$ cat src/hw/rtl/priority_interrupt_controller_assert.svh
// ----------------------------------------------------------------------------
// priority interrupt controller assertion macros
// shared property forms for the checks at the end of the top level
// ----------------------------------------------------------------------------
`ifndef PRIORITY_INTERRUPT_CONTROLLER_ASSERT_SVH
`define PRIORITY_INTERRUPT_CONTROLLER_ASSERT_SVH

// same-cycle implication, checked outside reset
`define PIC_ASSERT_SAME(lbl, ante, cons, msg) \
  lbl: assert property (@(posedge clk) disable iff (!rst_n) (ante) |-> (cons)) \
    else $error(msg);

// next-cycle implication, checked outside reset
`define PIC_ASSERT_NEXT(lbl, ante, cons, msg) \
  lbl: assert property (@(posedge clk) disable iff (!rst_n) (ante) |=> (cons)) \
    else $error(msg);

`endif

$ cat src/hw/rtl/pic_pkg.sv
// ----------------------------------------------------------------------------
// pic_pkg
// shared sizes, token format and control types of the interrupt controller
// ----------------------------------------------------------------------------
package pic_pkg;

  // line count and priority width
  localparam int NUM_LINES = 64;
  localparam int PRIO_W    = 8;
  localparam int LINE_W    = $clog2(NUM_LINES);

  // field widths fixed by the bus map and the item format
  localparam int WORD_W  = 3;
  localparam int FIRST_W = 6;
  localparam int CNT_W   = 3;
  localparam int DATA_W  = 32;
  localparam int LNUM_W  = 6;
  localparam int SEL_W   = 6;

  // width for the signed distance between a cell and the first priority byte
  localparam int CMP_W = ((LINE_W > FIRST_W) ? LINE_W : FIRST_W) + 1;

  // operation codes carried in the input tuser
  localparam logic [1:0] OP_READ  = 2'd0;
  localparam logic [1:0] OP_WRITE = 2'd1;
  localparam logic [1:0] OP_RAISE = 2'd2;
  localparam logic [1:0] OP_CLEAR = 2'd3;

  // action carried by a token down the cell chain
  typedef enum logic [3:0] {
    ACT_NONE,
    ACT_RD_EN,
    ACT_RD_PEND,
    ACT_RD_PRIO,
    ACT_SET_EN,
    ACT_CLR_EN,
    ACT_SET_PEND,
    ACT_CLR_PEND,
    ACT_WR_PRIO,
    ACT_RAISE,
    ACT_LOWER
  } act_t;

  // token handed from cell to cell
  typedef struct packed {
    act_t                act;
    logic [WORD_W-1:0]   word;
    logic [FIRST_W-1:0]  first;
    logic [CNT_W-1:0]    cnt;
    logic [DATA_W-1:0]   data;
    logic [LNUM_W-1:0]   line;
    logic [DATA_W-1:0]   rd;
    logic                found;
    logic [PRIO_W-1:0]   best_prio;
    logic [LINE_W-1:0]   best_idx;
  } tok_t;

  // controller states
  typedef enum logic {
    ST_IDLE,
    ST_BUSY
  } state_t;

  // controller status seen by the top level
  typedef struct packed {
    logic busy;
    logic hold_v;
  } ctrl_sts_t;

endpackage

$ cat src/hw/rtl/pic_cell.sv
// ----------------------------------------------------------------------------
// pic_cell
// one interrupt line: enable, pending and priority, plus one chain stage
// ----------------------------------------------------------------------------
module pic_cell (
  input  logic                        clk,
  input  logic                        rst_n,
  input  logic [pic_pkg::LINE_W-1:0]  cell_idx,
  input  logic                        tok_vld_i,
  input  pic_pkg::tok_t               tok_i,
  output logic                        tok_vld_o,
  output pic_pkg::tok_t               tok_o
);
  import pic_pkg::*;

  logic              en_r, en_nxt;
  logic              pend_r, pend_nxt;
  logic [PRIO_W-1:0] prio_r, prio_nxt;
  logic              tok_vld_r;
  tok_t              tok_r, tok_nxt;

  logic              word_hit;
  logic [4:0]        bitpos;
  logic              dbit;
  logic [CMP_W-1:0]  diff;
  logic              lane_ok;
  logic              wr_ok;
  logic [1:0]        lane;
  logic [7:0]        wbyte;
  logic              line_hit;

  // position of this line relative to the token's fields
  assign word_hit = (tok_i.word == WORD_W'(cell_idx >> 5));
  assign bitpos   = cell_idx[4:0];
  assign dbit     = tok_i.data[bitpos];
  assign diff     = CMP_W'(cell_idx) - CMP_W'(tok_i.first);
  assign lane_ok  = !diff[CMP_W-1] && (diff < CMP_W'(4));
  assign wr_ok    = !diff[CMP_W-1] && (diff < CMP_W'(tok_i.cnt));
  assign lane     = diff[1:0];
  assign wbyte    = tok_i.data[{lane, 3'b000} +: 8];
  assign line_hit = (CMP_W'(tok_i.line) == CMP_W'(cell_idx));

  // apply the token's action, then fold this line into the running best
  always_comb begin
    en_nxt   = en_r;
    pend_nxt = pend_r;
    prio_nxt = prio_r;
    tok_nxt  = tok_i;
    case (tok_i.act)
      ACT_RD_EN:    if (word_hit) tok_nxt.rd[bitpos] = en_r;
      ACT_RD_PEND:  if (word_hit) tok_nxt.rd[bitpos] = pend_r;
      ACT_RD_PRIO:  if (lane_ok) tok_nxt.rd[{lane, 3'b000} +: PRIO_W] = prio_r;
      ACT_SET_EN:   if (word_hit && dbit) en_nxt = 1'b1;
      ACT_CLR_EN:   if (word_hit && dbit) en_nxt = 1'b0;
      ACT_SET_PEND: if (word_hit && dbit) pend_nxt = 1'b1;
      ACT_CLR_PEND: if (word_hit && dbit) pend_nxt = 1'b0;
      ACT_WR_PRIO:  if (wr_ok) prio_nxt = wbyte[PRIO_W-1:0];
      ACT_RAISE:    if (line_hit) pend_nxt = 1'b1;
      ACT_LOWER:    if (line_hit) pend_nxt = 1'b0;
      default: ;
    endcase
    // strict compare keeps the lower line on equal priority
    if (en_nxt && pend_nxt && (!tok_i.found || (prio_nxt < tok_i.best_prio))) begin
      tok_nxt.found     = 1'b1;
      tok_nxt.best_prio = prio_nxt;
      tok_nxt.best_idx  = cell_idx;
    end
  end

  // line state, updated only while a token passes
  always_ff @(posedge clk) begin
    if (!rst_n) begin
      en_r   <= 1'b0;
      pend_r <= 1'b0;
      prio_r <= '0;
    end else if (tok_vld_i) begin
      en_r   <= en_nxt;
      pend_r <= pend_nxt;
      prio_r <= prio_nxt;
    end
  end

  // chain stage
  always_ff @(posedge clk) begin
    if (!rst_n) begin
      tok_vld_r <= 1'b0;
    end else begin
      tok_vld_r <= tok_vld_i;
    end
  end

  always_ff @(posedge clk) begin
    if (tok_vld_i) begin
      tok_r <= tok_nxt;
    end
  end

  assign tok_vld_o = tok_vld_r;
  assign tok_o     = tok_r;

endmodule

$ cat config.mk
export PLATFORM = sky130hd
export DESIGN_NAME = pic_cell
export DESIGN_NICKNAME = d
export VERILOG_FILES = /design/src/hw/rtl/priority_interrupt_controller_assert.svh /design/src/hw/rtl/pic_pkg.sv /design/src/hw/rtl/pic_cell.sv
export SDC_FILE = /design/constraint.sdc
export NUM_CORES = 1
export LEC_CHECK = 0
export BUFFER_PORTS_ARGS = -buffer_cell sky130_fd_sc_hd__buf_4
export CAP_MARGIN = 10
export CORE_AREA = 2 2 104 126
export DETAILED_ROUTE_END_ITERATION = 8
export DIE_AREA = 0 0 106 128
export PLACE_DENSITY_LB_ADDON = 0.15
export REMOVE_ABC_BUFFERS = 1
export SETUP_SLACK_MARGIN = 0.5
export SYNTH_ARGS = -nofsm -noshare
export SYNTH_HDL_FRONTEND = slang
export SYNTH_SLANG_ARGS = --single-unit
$ cat constraint.sdc
create_clock -name clk -period 9.6 [get_ports clk]
set_input_delay 1.92 -clock clk [delete_from_list [all_inputs] [get_ports clk]]
set_output_delay 1.92 -clock clk [all_outputs]
set_load 0.01 [all_outputs]
==> results list <==
- Outcome: complete, no violations
- Of the total power, registers draw 48.9%.
* Pins Over Slew Limit: 0
- Worst path buffer plus inverter count: 3
* Fraction of final layout cells sized beyond drive strength 1: 36.2%
* Final hold violation count: 0
- Once the clock tree was built, the setup fixing pass inserted 0 buffers.
- TritonCTS built the clock tree.
* Number of gates resized after cts: 0
- Cell type with the highest aggregate area in the netlist: sky130_fd_sc_hd__edfxtp_1
- Delay of the slowest critical-path stage: 0.83 ns
- Fraction of power consumed by combinational cells: 21.5%
- After clock tree synthesis, the flow added hold-fix buffers numbering 0.
- After global routing the overflow that remains totals 0.
- Peak supply drop: 0.0880 mV
- Switching share of power: 26.9%
- The first routing iteration left 427 violations.
* Ys async rst share: 0%
* Yosys reg bits: 112
* Clock period minus final worst setup slack: 7.63 ns
- Count of flip-flops with a built-in enable after synthesis: 101
- The tree is rooted in a sky130_fd_sc_hd__clkbuf_16.
* Post-synthesis cell area: 0.00668 sq mm
- After detailed placement, the total cell area comes to 0.00834 sq mm.
* Summed area of non-filler cells in the final layout: 0.00861 sq mm
- Critical path's top delay family: compound AO/OA/AOI/OAI gates
* Initial antenna violation count: 0
- Std-Cell Rows: 45
* Number of detailed-route iterations in the first pass: 5
* Total Neg Setup Slack: 0 ns
* Drt total wl: 19800 microns
- Setup Viol. Count Final: 0
- Non-filler cells, final: 923
- Post-DP HPWL: 15000 microns
- Measured along the x axis, the die boundary spans 106 microns.
- CTS built an H-tree with a depth of 3.
- Entering global routing, the biggest net connects 66 pins.
* Area Overhead vs Synth: 29.0%
- DR WL/cell: 21.5 microns
* Endpoint arrival time on the critical path: 7.74 ns
- Worst min path class: flip-flop to flip-flop
- Post-route fraction of the period consumed by the critical path: 79.5%
* Max Fanout on Critical Path: 14
- First-pass GRT wire length: 30300 microns
- Number of standard cells after synthesis: 559
- Including well taps, the total number of placed cells is 907.
* Number of warning messages in the yosys log: 0
* Total number of vias: 5673
- The later pin in the worst-skew pair is clocked with a latency of 0.35 ns.
* DR vias/cell: 6.15
- Once routing completed, OpenROAD measured the worst setup slack at 1.97 ns.
- Timing would allow up to 0.131 GHz.
- The die is 128 microns tall.
* Fraction of the yosys area taken by sequential cells: 48.7%
- Post-route ant nets: 0
- Share of the core filled with cells in the final layout: 69.2%
* Diode count: 0
- In the global route stage, overall resource usage came out at 29.5%.
- Clock transition at path regs: 0.08 ns
* Critical-path top delay cell: sky130_fd_sc_hd__fa_1
- For this configuration, the core starts out at a cell density of 53.7%.
- The internal power of the cells totals 868 uW.
* Net count of the finished layout: 885
- For the pin with the worst max-slew slack, the measured transition is 1.23 ns.
* Placeable Area: 0.0124 sq mm
- Count of max-cap constraint violations: 0
- In the routed design, unresolved DRC markers number 0.
- Synth area leaders: sky130_fd_sc_hd__edfxtp_1 (45%), sky130_fd_sc_hd__mux2i_1 (6.0%), sky130_fd_sc_hd__mux4_2 (4.0%)
* Setup repair after global routing missed its margin: no
- Synthesized area divided by synthesized cell count: 11.9 sq um
* Clock buffer depth: 2
* Cell-by-cell trace of the critical path: buf_4, inv_1, ha_1, inv_1, fa_1, ha_1, a21boi_0, o21ai_0, nand2_1, nor3_2, mux2_2, ha_1, a21o_1, a21o_1, a21oi_1, nand4b_1, mux2_2, a221oi_4, mux2_2
* Internal reg-to-reg setup slack: 6.14 ns
* Quantity of I/O buffers inserted on ports: 211
- Kind of end point of the critical path: flip-flop
- Power spread over the standard cell area amounts to 138 mW/mm^2.
* Routability congestion estimate from global placement: 0.967
- The floorplan step defined a die boundary enclosing 0.0136 sq mm.
- Net Sw Power: 319 uW
- At the worst endpoint, the required time is 9.71 ns.
* I/O pin count: 212
- Worst clock skew: 0.00854 ns
* Crit Path Category: primary input to flip-flop
- Clk sink count: 112
- Synthesis instantiated 61 different standard cells from the library.
* Part of the power in the clock network: 29.6%
- At the placement stage, the worst setup path has a slack of 1.67 ns.
- The via count of the first global-routing pass is 5703.
- For this design the static power due to leakage is 3.65 nW.
- After synthesis, the largest area contributor takes up 45.4% of total cell area.
- Counting the buffers created by CTS gives 9.
- Remaining max-slew budget at the tightest pin: 18.3%
* Most frequently used flop master after synthesis: sky130_fd_sc_hd__edfxtp_1
- Element type at the critical path start: primary input
==> through the flow <==
stage / hold WS [ns] / total power, mW
after floorplan: 0.500 / 0.703
after global routing: 0.606 / 1.23
final: 0.561 / 1.19
after CTS: 0.552 / 1.19
after detailed placement: 0.543 / 0.845
after global placement: 0.528 / 0.838
==> state kept, by name (all words and copies together), names as in the netlist <==
register,cells
prio_r,8
tok_vld_o,1
en_r,1
pend_r,1
tok_o,101
==> routing by layer <==
metal / GRT usage (%) / wire (microns) / part of all wire [%]
met4: 14.9 / 779 / 3.9
met2: 52.1 / 10300 / 52
met5: 0 / 0 / 0
met3: 6.20 / 1660 / 8.3
met1: 33.7 / 7070 / 36
==> power groups by stage <==
stage          Sequential [mW]  Combinational [mW]  Clock, mW
2_1_floorplan            0.610              0.0930          0
3_3_place_gp             0.591               0.248          0
3_5_place_dp             0.592               0.253          0
4_1_cts                  0.581               0.254      0.356
5_1_grt                  0.584               0.273      0.376
6_report                 0.581               0.255      0.351
==> cell usage in the layout (no fill, tap or decap), types with 3 or more instances in the layout <==
cell                          n
sky130_fd_sc_hd__mux4_1       3
sky130_fd_sc_hd__nand3_1      5
sky130_fd_sc_hd__a21oi_1     42
sky130_fd_sc_hd__o21ai_0      9
sky130_fd_sc_hd__mux2i_1     40
sky130_fd_sc_hd__a21o_1       4
sky130_fd_sc_hd__xor2_1       7
sky130_fd_sc_hd__buf_4      214
sky130_fd_sc_hd__o221ai_1    25
sky130_fd_sc_hd__nor3b_2      3
sky130_fd_sc_hd__o22ai_1      7
sky130_fd_sc_hd__o211ai_1     4
sky130_fd_sc_hd__a211oi_1     4
sky130_fd_sc_hd__mux2_4      10
sky130_fd_sc_hd__a31oi_1      5
sky130_fd_sc_hd__a22o_1       4
sky130_fd_sc_hd__and3_1       5
sky130_fd_sc_hd__nand2_1     15
sky130_fd_sc_hd__mux2_2      13
sky130_fd_sc_hd__mux4_2      12
sky130_fd_sc_hd__ha_1        20
sky130_fd_sc_hd__o31ai_1     24
sky130_fd_sc_hd__and3b_1      7
sky130_fd_sc_hd__clkinv_1     3
sky130_fd_sc_hd__clkbuf_16    9
sky130_fd_sc_hd__and2_1      33
sky130_fd_sc_hd__nand3b_1     3
sky130_fd_sc_hd__edfxtp_1   101
sky130_fd_sc_hd__nor3_1       6
sky130_fd_sc_hd__dfxtp_1     11
sky130_fd_sc_hd__inv_1       24
sky130_fd_sc_hd__nor2b_1      3
sky130_fd_sc_hd__nor2_1      46
==> area by class of cell <==
| class | instances | area (sq um) |
|---|---|---|
| clock buffers | 9 | 225 |
| clock inverters | 7 | 46.3 |
| fillers | 875 | 3830 |
| inverters | 25 | 93.8 |
| multi-input cells | 392 | 3180 |
| flip-flops and latches | 112 | 3250 |
| well taps | 164 | 205 |
| repair buffers | 214 | 1610 |
==> cells in the mapped netlist (6+ instances only) <==
cell	instances
sky130_fd_sc_hd__a21oi_1	42
sky130_fd_sc_hd__and2_1	33
sky130_fd_sc_hd__and3b_1	7
sky130_fd_sc_hd__buf_1	6
sky130_fd_sc_hd__buf_2	6
sky130_fd_sc_hd__clkbuf_1	15
sky130_fd_sc_hd__dfxtp_1	11
sky130_fd_sc_hd__edfxtp_1	101
sky130_fd_sc_hd__ha_1	20
sky130_fd_sc_hd__inv_1	24
sky130_fd_sc_hd__mux2_2	13
sky130_fd_sc_hd__mux2_4	10
sky130_fd_sc_hd__mux2i_1	40
sky130_fd_sc_hd__mux4_2	12
sky130_fd_sc_hd__nand2_1	15
sky130_fd_sc_hd__nor2_1	46
sky130_fd_sc_hd__nor3_1	6
sky130_fd_sc_hd__o21ai_0	9
sky130_fd_sc_hd__o221ai_1	25
sky130_fd_sc_hd__o22ai_1	7
sky130_fd_sc_hd__o31ai_1	24
sky130_fd_sc_hd__xor2_1	7
==> path summary, 6_finish.rpt <==
kind	start	endpoint	cells past startpoint
worst max-delay path	cell_idx[0]	tok_o[13]	19
worst min-delay path	en_r	en_r	2
worst max register to register	prio_r[5]	tok_o[13]	9
worst min register to register	en_r	en_r	2
==> cell families after synthesis <==
| kind of cell | share of synthesized area (%) |
|---|---|
| DFF | 48.7 |
| xor gates and xnor gates | 1.18 |
| and+or+nand+nor | 11.8 |
| AOI/OAI and AO/OA | 14.7 |
| muxes | 15.9 |
| buffers and inverters | 3.65 |
| adders and majority gates | 4.05 |
==> worst register-to-register path, delay by kind of cell (launching register included) <==
family                     cells  cell delay [ns]
AOI/OAI and AO/OA              4             1.37
adders and majority gates      1             0.31
DFF                            1             0.38
muxes                          3             1.05
and+or+nand+nor                1             0.13
Power figures use the tool's default switching activity.
