==> src/hw/rtl/priority_interrupt_controller_assert.svh <==
// ----------------------------------------------------------------------------
// priority interrupt controller assertion macros
// shared property forms for the checks at the end of the top level
// ----------------------------------------------------------------------------
`ifndef PRIORITY_INTERRUPT_CONTROLLER_ASSERT_SVH
`define PRIORITY_INTERRUPT_CONTROLLER_ASSERT_SVH

// same-cycle implication, checked outside reset
`define PIC_ASSERT_SAME(lbl, ante, cons, msg) \
  lbl: assert property (@(posedge clk) disable iff (!rst_n) (ante) |-> (cons)) \
    else $error(msg);

// next-cycle implication, checked outside reset
`define PIC_ASSERT_NEXT(lbl, ante, cons, msg) \
  lbl: assert property (@(posedge clk) disable iff (!rst_n) (ante) |=> (cons)) \
    else $error(msg);

`endif

==> src/hw/rtl/pic_pkg.sv <==
// ----------------------------------------------------------------------------
// pic_pkg
// shared sizes, token format and control types of the interrupt controller
// ----------------------------------------------------------------------------
package pic_pkg;

  // line count and priority width
  localparam int NUM_LINES = 64;
  localparam int PRIO_W    = 8;
  localparam int LINE_W    = $clog2(NUM_LINES);

  // field widths fixed by the bus map and the item format
  localparam int WORD_W  = 3;
  localparam int FIRST_W = 6;
  localparam int CNT_W   = 3;
  localparam int DATA_W  = 32;
  localparam int LNUM_W  = 6;
  localparam int SEL_W   = 6;

  // width for the signed distance between a cell and the first priority byte
  localparam int CMP_W = ((LINE_W > FIRST_W) ? LINE_W : FIRST_W) + 1;

  // operation codes carried in the input tuser
  localparam logic [1:0] OP_READ  = 2'd0;
  localparam logic [1:0] OP_WRITE = 2'd1;
  localparam logic [1:0] OP_RAISE = 2'd2;
  localparam logic [1:0] OP_CLEAR = 2'd3;

  // action carried by a token down the cell chain
  typedef enum logic [3:0] {
    ACT_NONE,
    ACT_RD_EN,
    ACT_RD_PEND,
    ACT_RD_PRIO,
    ACT_SET_EN,
    ACT_CLR_EN,
    ACT_SET_PEND,
    ACT_CLR_PEND,
    ACT_WR_PRIO,
    ACT_RAISE,
    ACT_LOWER
  } act_t;

  // token handed from cell to cell
  typedef struct packed {
    act_t                act;
    logic [WORD_W-1:0]   word;
    logic [FIRST_W-1:0]  first;
    logic [CNT_W-1:0]    cnt;
    logic [DATA_W-1:0]   data;
    logic [LNUM_W-1:0]   line;
    logic [DATA_W-1:0]   rd;
    logic                found;
    logic [PRIO_W-1:0]   best_prio;
    logic [LINE_W-1:0]   best_idx;
  } tok_t;

  // controller states
  typedef enum logic {
    ST_IDLE,
    ST_BUSY
  } state_t;

  // controller status seen by the top level
  typedef struct packed {
    logic busy;
    logic hold_v;
  } ctrl_sts_t;

endpackage

==> src/hw/rtl/pic_ctrl.sv <==
// ----------------------------------------------------------------------------
// pic_ctrl
// decodes a transaction into a chain token and collects the chain's result
// ----------------------------------------------------------------------------
module pic_ctrl (
  input  logic              clk,
  input  logic              rst_n,
  // input stream
  input  logic              in_tvalid,
  output logic              in_tready,
  input  logic [55:0]       in_tdata,
  input  logic [1:0]        in_tuser,
  // result stream
  output logic              out_tvalid,
  input  logic              out_tready,
  output logic [39:0]       out_tdata,
  output logic [0:0]        out_tuser,
  // chain head and tail
  output logic              launch_vld_o,
  output pic_pkg::tok_t     launch_tok_o,
  input  logic              exit_vld_i,
  input  pic_pkg::tok_t     exit_tok_i,
  // status
  output pic_pkg::ctrl_sts_t sts_o
);
  import pic_pkg::*;

  // bus windows
  localparam logic [11:0] RD_EN_HI    = 12'h01C;
  localparam logic [11:0] RD_PEND_LO  = 12'h020;
  localparam logic [11:0] RD_PEND_HI  = 12'h03C;
  localparam logic [11:0] PRIO_LO     = 12'h400;
  localparam logic [11:0] PRIO_HI     = 12'h43C;
  localparam logic [11:0] SET_EN_LO   = 12'h100;
  localparam logic [11:0] SET_EN_HI   = 12'h11C;
  localparam logic [11:0] CLR_EN_LO   = 12'h180;
  localparam logic [11:0] CLR_EN_HI   = 12'h19C;
  localparam logic [11:0] SET_PEND_LO = 12'h200;
  localparam logic [11:0] SET_PEND_HI = 12'h21C;
  localparam logic [11:0] CLR_PEND_LO = 12'h280;
  localparam logic [11:0] CLR_PEND_HI = 12'h29C;

  typedef struct packed {
    logic [DATA_W-1:0] rd;
    logic              status;
    logic              irq;
    logic [SEL_W-1:0]  sel;
  } res_t;

  function automatic logic [DATA_W-1:0] byte_mask(input logic [CNT_W-1:0] cnt);
    logic [DATA_W-1:0] m;
    case (cnt)
      3'd0:    m = 32'h0000_0000;
      3'd1:    m = 32'h0000_00FF;
      3'd2:    m = 32'h0000_FFFF;
      3'd3:    m = 32'h00FF_FFFF;
      default: m = 32'hFFFF_FFFF;
    endcase
    return m;
  endfunction

  state_t            state_r, state_nxt;
  logic              in_fire;
  logic [1:0]        opcode;
  logic [11:0]       off;
  logic [DATA_W-1:0] wdata;
  logic [CNT_W-1:0]  cnt_raw;
  logic [CNT_W-1:0]  cnt_c;
  logic [LNUM_W-1:0] line;
  tok_t              dec_tok;
  logic              dec_status;
  logic              launch_vld_r;
  tok_t              launch_tok_r;
  logic              status_r;
  res_t              res;
  logic              out_v_r, out_v_nxt;
  res_t              out_r, out_nxt;
  logic              hold_v_r, hold_v_nxt;
  res_t              hold_r, hold_nxt;

  // input fields
  assign opcode  = in_tuser;
  assign off     = in_tdata[11:0];
  assign wdata   = in_tdata[43:12];
  assign cnt_raw = in_tdata[46:44];
  assign line    = in_tdata[52:47];
  assign cnt_c   = (cnt_raw > 3'd4) ? 3'd4 : cnt_raw;
  assign in_fire = in_tvalid && in_tready;

  // state machine: one token in the chain at a time
  always_comb begin
    state_nxt = state_r;
    in_tready = (state_r == ST_IDLE) && !hold_v_r;
    unique case (state_r)
      ST_IDLE: if (in_fire) state_nxt = ST_BUSY;
      ST_BUSY: if (exit_vld_i) state_nxt = ST_IDLE;
      default: state_nxt = ST_IDLE;
    endcase
  end

  always_ff @(posedge clk) begin
    if (!rst_n) begin
      state_r <= ST_IDLE;
    end else begin
      state_r <= state_nxt;
    end
  end

  // transaction decode
  always_comb begin
    dec_tok           = '0;
    dec_tok.act       = ACT_NONE;
    dec_tok.word      = off[4:2];
    dec_tok.first     = off[5:0];
    dec_tok.cnt       = cnt_c;
    dec_tok.data      = wdata & byte_mask(cnt_c);
    dec_tok.line      = line;
    dec_status        = 1'b0;
    unique case (opcode)
      OP_READ: begin
        if (off <= RD_EN_HI) dec_tok.act = ACT_RD_EN;
        else if (off >= RD_PEND_LO && off <= RD_PEND_HI) dec_tok.act = ACT_RD_PEND;
        else if (off >= PRIO_LO && off <= PRIO_HI) dec_tok.act = ACT_RD_PRIO;
        else dec_status = 1'b1;
      end
      OP_WRITE: begin
        if (off >= SET_EN_LO && off <= SET_EN_HI) dec_tok.act = ACT_SET_EN;
        else if (off >= CLR_EN_LO && off <= CLR_EN_HI) dec_tok.act = ACT_CLR_EN;
        else if (off >= SET_PEND_LO && off <= SET_PEND_HI) dec_tok.act = ACT_SET_PEND;
        else if (off >= CLR_PEND_LO && off <= CLR_PEND_HI) dec_tok.act = ACT_CLR_PEND;
        else if (off >= PRIO_LO && off <= PRIO_HI) dec_tok.act = ACT_WR_PRIO;
        else dec_status = 1'b1;
      end
      OP_RAISE: dec_tok.act = ACT_RAISE;
      OP_CLEAR: dec_tok.act = ACT_LOWER;
      default:  dec_tok.act = ACT_NONE;
    endcase
  end

  // launch register feeding the first cell
  always_ff @(posedge clk) begin
    if (!rst_n) begin
      launch_vld_r <= 1'b0;
    end else begin
      launch_vld_r <= in_fire;
    end
  end

  always_ff @(posedge clk) begin
    if (in_fire) begin
      launch_tok_r <= dec_tok;
      status_r     <= dec_status;
    end
  end

  assign launch_vld_o = launch_vld_r;
  assign launch_tok_o = launch_tok_r;

  // result from the chain tail
  always_comb begin
    res.rd     = exit_tok_i.rd & byte_mask(exit_tok_i.cnt);
    res.status = status_r;
    res.irq    = exit_tok_i.found;
    res.sel    = exit_tok_i.found ? SEL_W'(exit_tok_i.best_idx) : '0;
  end

  // output register with a hold slot behind it
  always_comb begin
    out_v_nxt  = out_v_r;
    out_nxt    = out_r;
    hold_v_nxt = hold_v_r;
    hold_nxt   = hold_r;
    if (out_v_r && out_tready) begin
      out_v_nxt  = hold_v_r;
      out_nxt    = hold_r;
      hold_v_nxt = 1'b0;
    end
    if (exit_vld_i) begin
      if (!out_v_nxt) begin
        out_v_nxt = 1'b1;
        out_nxt   = res;
      end else begin
        hold_v_nxt = 1'b1;
        hold_nxt   = res;
      end
    end
  end

  always_ff @(posedge clk) begin
    if (!rst_n) begin
      out_v_r  <= 1'b0;
      hold_v_r <= 1'b0;
    end else begin
      out_v_r  <= out_v_nxt;
      hold_v_r <= hold_v_nxt;
    end
  end

  always_ff @(posedge clk) begin
    out_r  <= out_nxt;
    hold_r <= hold_nxt;
  end

  assign out_tvalid   = out_v_r;
  assign out_tdata    = {1'b0, out_r.sel, out_r.irq, out_r.rd};
  assign out_tuser    = out_r.status;
  assign sts_o.busy   = (state_r == ST_BUSY);
  assign sts_o.hold_v = hold_v_r;

endmodule

==> config.mk <==
export PLATFORM = sky130hd
export DESIGN_NAME = pic_ctrl
export DESIGN_NICKNAME = d
export VERILOG_FILES = /design/src/hw/rtl/priority_interrupt_controller_assert.svh /design/src/hw/rtl/pic_pkg.sv /design/src/hw/rtl/pic_ctrl.sv
export SDC_FILE = /design/constraint.sdc
export NUM_CORES = 1
export LEC_CHECK = 0
export BUFFER_PORTS_ARGS = -buffer_cell sky130_fd_sc_hd__buf_4
export CORE_AREA = 3 3 119 121
export CTS_CLUSTER_SIZE = 16
export DETAILED_ROUTE_END_ITERATION = 6
export DIE_AREA = 0 0 122 124
export HOLD_SLACK_MARGIN = 0.05
export PLACE_DENSITY = 0.81
export SYNTH_ARGS = -nofsm -noshare
export SYNTH_HDL_FRONTEND = slang
export SYNTH_SLANG_ARGS = --single-unit
export TNS_END_PERCENT = 5
==> constraint.sdc <==
create_clock -name clk -period 3.1 [get_ports clk]
set_input_delay 0.62 -clock clk [delete_from_list [all_inputs] [get_ports clk]]
set_output_delay 0.62 -clock clk [all_outputs]
set_load 0.02 [all_outputs]
==> PnR_summary.wiki <==
{| class="wikitable"
! Metric !! Value
|-
| Cell at the root of the clock tree || sky130_fd_sc_hd__clkbuf_16
|-
| Final worst-path setup slack || 1360 ps
|-
| Number of buffers between clock root and the deepest sink || 2
|-
| Overall overflow remaining after global route || 0
|-
| Count of placed standard cells including taps || 803
|-
| Pin slew with the least headroom to its limit || 732 ps
|-
| DRT antenna net count || 0
|-
| Per-instance average area after synthesis || 12.7 µm²
|-
| Global-route usage over all layers || 0.167
|-
| Count of endpoints failing setup in the final report || 0
|-
| Die boundary width || 122 µm
|-
| Mux cell area share after synthesis || 0.0714
|-
| Lkg Pwr || 3.47 nW
|-
| Register area || 3640 µm²
|-
| Largest stage delay, worst path || 340 ps
|-
| Placed wire-length estimate || 9380 µm
|-
| CP max stage cell || sky130_fd_sc_hd__dfxtp_1
|-
| Leading register cell type out of synthesis || sky130_fd_sc_hd__edfxtp_1
|-
| Average via count per standard cell || 4.57
|-
| Max-slew headroom || 0.508
|-
| Post-synthesis cell type count || 36
|-
| Ratio of cells with drive above 1 in the final layout || 0.369
|-
| Met3 GRT Util || 0.0640
|-
| Unrepaired setup endpoints after global routing || no
|-
| Clock slew at the register clock pins of the worst setup and hold paths || 60 ps
|-
| Time the worst path needs with I/O delays and setup || 1740 ps
|-
| Starting utilization of the core area || 0.425
|-
| Top delay family on crit path || flip-flops
|-
| Total die area || 15,100 µm²
|-
| Global route hottest layer || met2
|-
| Share of total power consumed by net switching || 0.261
|-
| Final count of pins violating max slew || 0
|-
| Routability-driven placement congestion ratio || 0.775
|-
| Average wire length per cell after detail routing || 15.1 µm
|-
| Net switching power || 1.29 mW
|-
| IR Drop Worst-Case VDD || 281 µV
|-
| Adder-cell share of the synthesized area || 0
|-
| Post-synth design cell area || 5610 µm²
|-
| TritonCTS clock tree || built
|-
| Worst Setup Path Type || reg2out
|-
| Part of the power in combinational logic || 0.162
|-
| Yosys top cell area share || 0.493
|-
| Core Area || 13,200 µm²
|-
| Total iterations of the first detailed-routing run || 4
|-
| Startpoint kind of the worst setup timing path || flop
|-
| Number of placement rows || 42
|-
| Setup TNS Final || 0 ps
|-
| Clk Latency, worst-skew pair || 410 ps
|-
| Async SR Flop Fraction || 0
|-
| Net count reported at finish || 810
|-
| Area fraction in compound gates after synthesis || 0.0533
|-
| Final Hold Vio Count || 0
|-
| GRT met2 Usage || 0.286
|-
| Period utilisation layout || 0.560
|-
| Number of synthesis warnings || 0
|-
| Cell types with the highest counts after synthesis || 92 x sky130_fd_sc_hd__edfxtp_1, 53 x sky130_fd_sc_hd__buf_4, 47 x sky130_fd_sc_hd__and2_1
|-
| Simple-gate area share of the yosys netlist || 0.139
|-
| Biggest area consumer among synthesized cells || sky130_fd_sc_hd__edfxtp_1
|-
| H-Tree Level Count || 4
|-
| Met1 usage || 0.188
|-
| Resize count post-CTS || 0
|-
| Maximum number of pins on one net before global-route repair || 55
|-
| P&R area growth vs syn || 37.4%
|-
| Cell internal power dissipation || 3.64 mW
|-
| Minimum hold slack || 383 ps
|-
| Post-route clock skew || 7.31 ps
|-
| Peak clock frequency supported by timing || 576 MHz
|-
| Number of DRC markers after the initial detailed-route iteration || 201
|-
| Max-cap violation count || 0
|-
| Sum of buffers and inverters on the critical path || 1
|-
| Clk network pwr share || 0.399
|-
| Fraction of synthesized cell area in xor and xnor cells || 0.00156
|-
| Proportion of power drawn by flip-flops and latches || 0.438
|-
| CP arrival || 1120 ps
|-
| Power per Cell Area || 640 nW/µm²
|-
| Dominant combinational cell family by area after synthesis || simple AND/OR/NAND/NOR gates
|-
| Number of inserted diodes || 0
|-
| TritonCTS Buffers || 17
|-
| Critical-path maximum fanout || 4
|-
| PortBufs || 200
|-
| Number of register bits inferred by synthesis || 136
|-
| Critical path data required time || 2480 ps
|-
| Count of filler cells inserted in the layout || 1,106
|-
| Seq/Total Area, Yosys || 0.650
|-
| Number of flops mapped to enable cells by yosys || 92
|-
| Post-CTS setup repair buffer count || 0
|-
| Post-CTS Hold Buffers || 0
|-
| Worst Setup Slack post-DPL || 993 ps
|-
| First-pass GRT wire length || 19,100 µm
|-
| Number of standard cells after synthesis || 443
|-
| Cell types occupying the most area after synthesis || sky130_fd_sc_hd__edfxtp_1 49%, sky130_fd_sc_hd__dfxtp_1 16%, sky130_fd_sc_hd__mux2i_1 7.1%, sky130_fd_sc_hd__buf_4 7.1%, sky130_fd_sc_hd__and2_1 5.2%
|-
| Number of global-route vias before repair || 3,832
|-
| Classification of the worst-slack hold path || in2reg
|-
| Sum of routed wire length over all layers || 12,600 µm
|-
| Number of placed I/O pins || 311
|-
| Cell Chain, Critical Path || nor2_1 > buf_4
|-
| Area of the multi-input gates || 1680 µm²
|-
| Run status || completed
|-
| Critical path endpoint category || output port
|-
| Total vias in the final route || 3,820
|-
| Vertical die dimension || 124 µm
|-
| Remaining design rule violation count || 0
|-
| Clock sink count || 136
|-
| Antenna violations before repair || 0
|-
| Count leader, synth || sky130_fd_sc_hd__edfxtp_1
|-
| Count of placed standard cells in the final layout, fillers left out || 835
|}
## area by class of cell
cell class,instances,share of cell area
flip-flops and latches,136,0.473
clock buffers,19,0.0617
well taps,176,0.0286
inverters,3,0.00146
clock inverters,13,0.0148
multi-input cells,283,0.218
repair buffers,205,0.203
## layout by cell type (no fill, tap or decap), drive strengths merged
master	count
buf	205
edfxtp	92
conb	48
and2	47
nor2	46
dfxtp	44
a21oi	43
mux2i	40
nor2b	28
clkbuf	19
nand2	6
clkinv	6
inv	6
clkinvlp	3
nor3	2
o21a	2
o21ai	2
or2	2
nor4	2
a21o	1
or3	1
o2111a	1
o2bb2ai	1
xor2	1
nand4b	1
a41o	1
nand3	1
nand2b	1
nor4b	1
or2b	1
or3b	1
o221ai	1
and3	1
a21boi	1
bufinv	1
## power groups by stage
| stage | clock network, mW | registers [mW] | logic (mW) |
|---|---|---|---|
| final | 1.97 | 2.16 | 0.801 |
| after global routing | 2.10 | 2.18 | 0.867 |
| after CTS | 2.01 | 2.16 | 0.808 |
| after detailed placement | 0 | 2.20 | 0.806 |
| after global placement | 0 | 2.19 | 0.787 |
| after floorplan | 0 | 2.35 | 0.324 |
## final timing paths
| check | cells past startpoint | slack (ps) | from | to |
|---|---|---|---|---|
| worst min-delay path | 1 | 380 | in_tdata[48] | launch_tok_o[48] |
| worst max-delay path | 2 | 1360 | hold_v_r | in_tready |
| worst max register to register | 5 | 1420 | hold_v_r | out_tdata[20] |
| worst min register to register | 0 | 460 | status_r | hold_r[7] |
## flip-flops by register name (all words and copies together), names as in the netlist
register,cells
launch_tok_o,51
hold_r,40
state_r,1
out_tvalid,1
launch_vld_o,1
hold_v_r,1
status_r,1
out_tdata,39
out_tuser,1
## stage by stage
step	utilization	cell area, µm²	total power [mW]
2_1_floorplan	-	5790	2.67
3_3_place_gp	0.540	7120	2.98
3_5_place_dp	0.540	7120	3.00
4_1_cts	0.584	7710	4.98
5_1_grt	0.584	7710	5.14
6_report	0.584	7710	4.93
## cells by family after synthesis
family / count (synthesis)
buffers and inverters: 71
AND/OR/NAND/NOR: 141
other: 1
flip-flops: 136
XOR/XNOR: 1
AO/OA/AOI/OAI: 53
multiplexers: 40
## routing by layer
layer / up-vias / wire (µm)
met2: 181 / 6400
met1: 1760 / 4810
met5: - / 0
li1: 1861 / -
met3: 18 / 1200
met4: 0 / 202
Power figures use the tool's default switching activity.
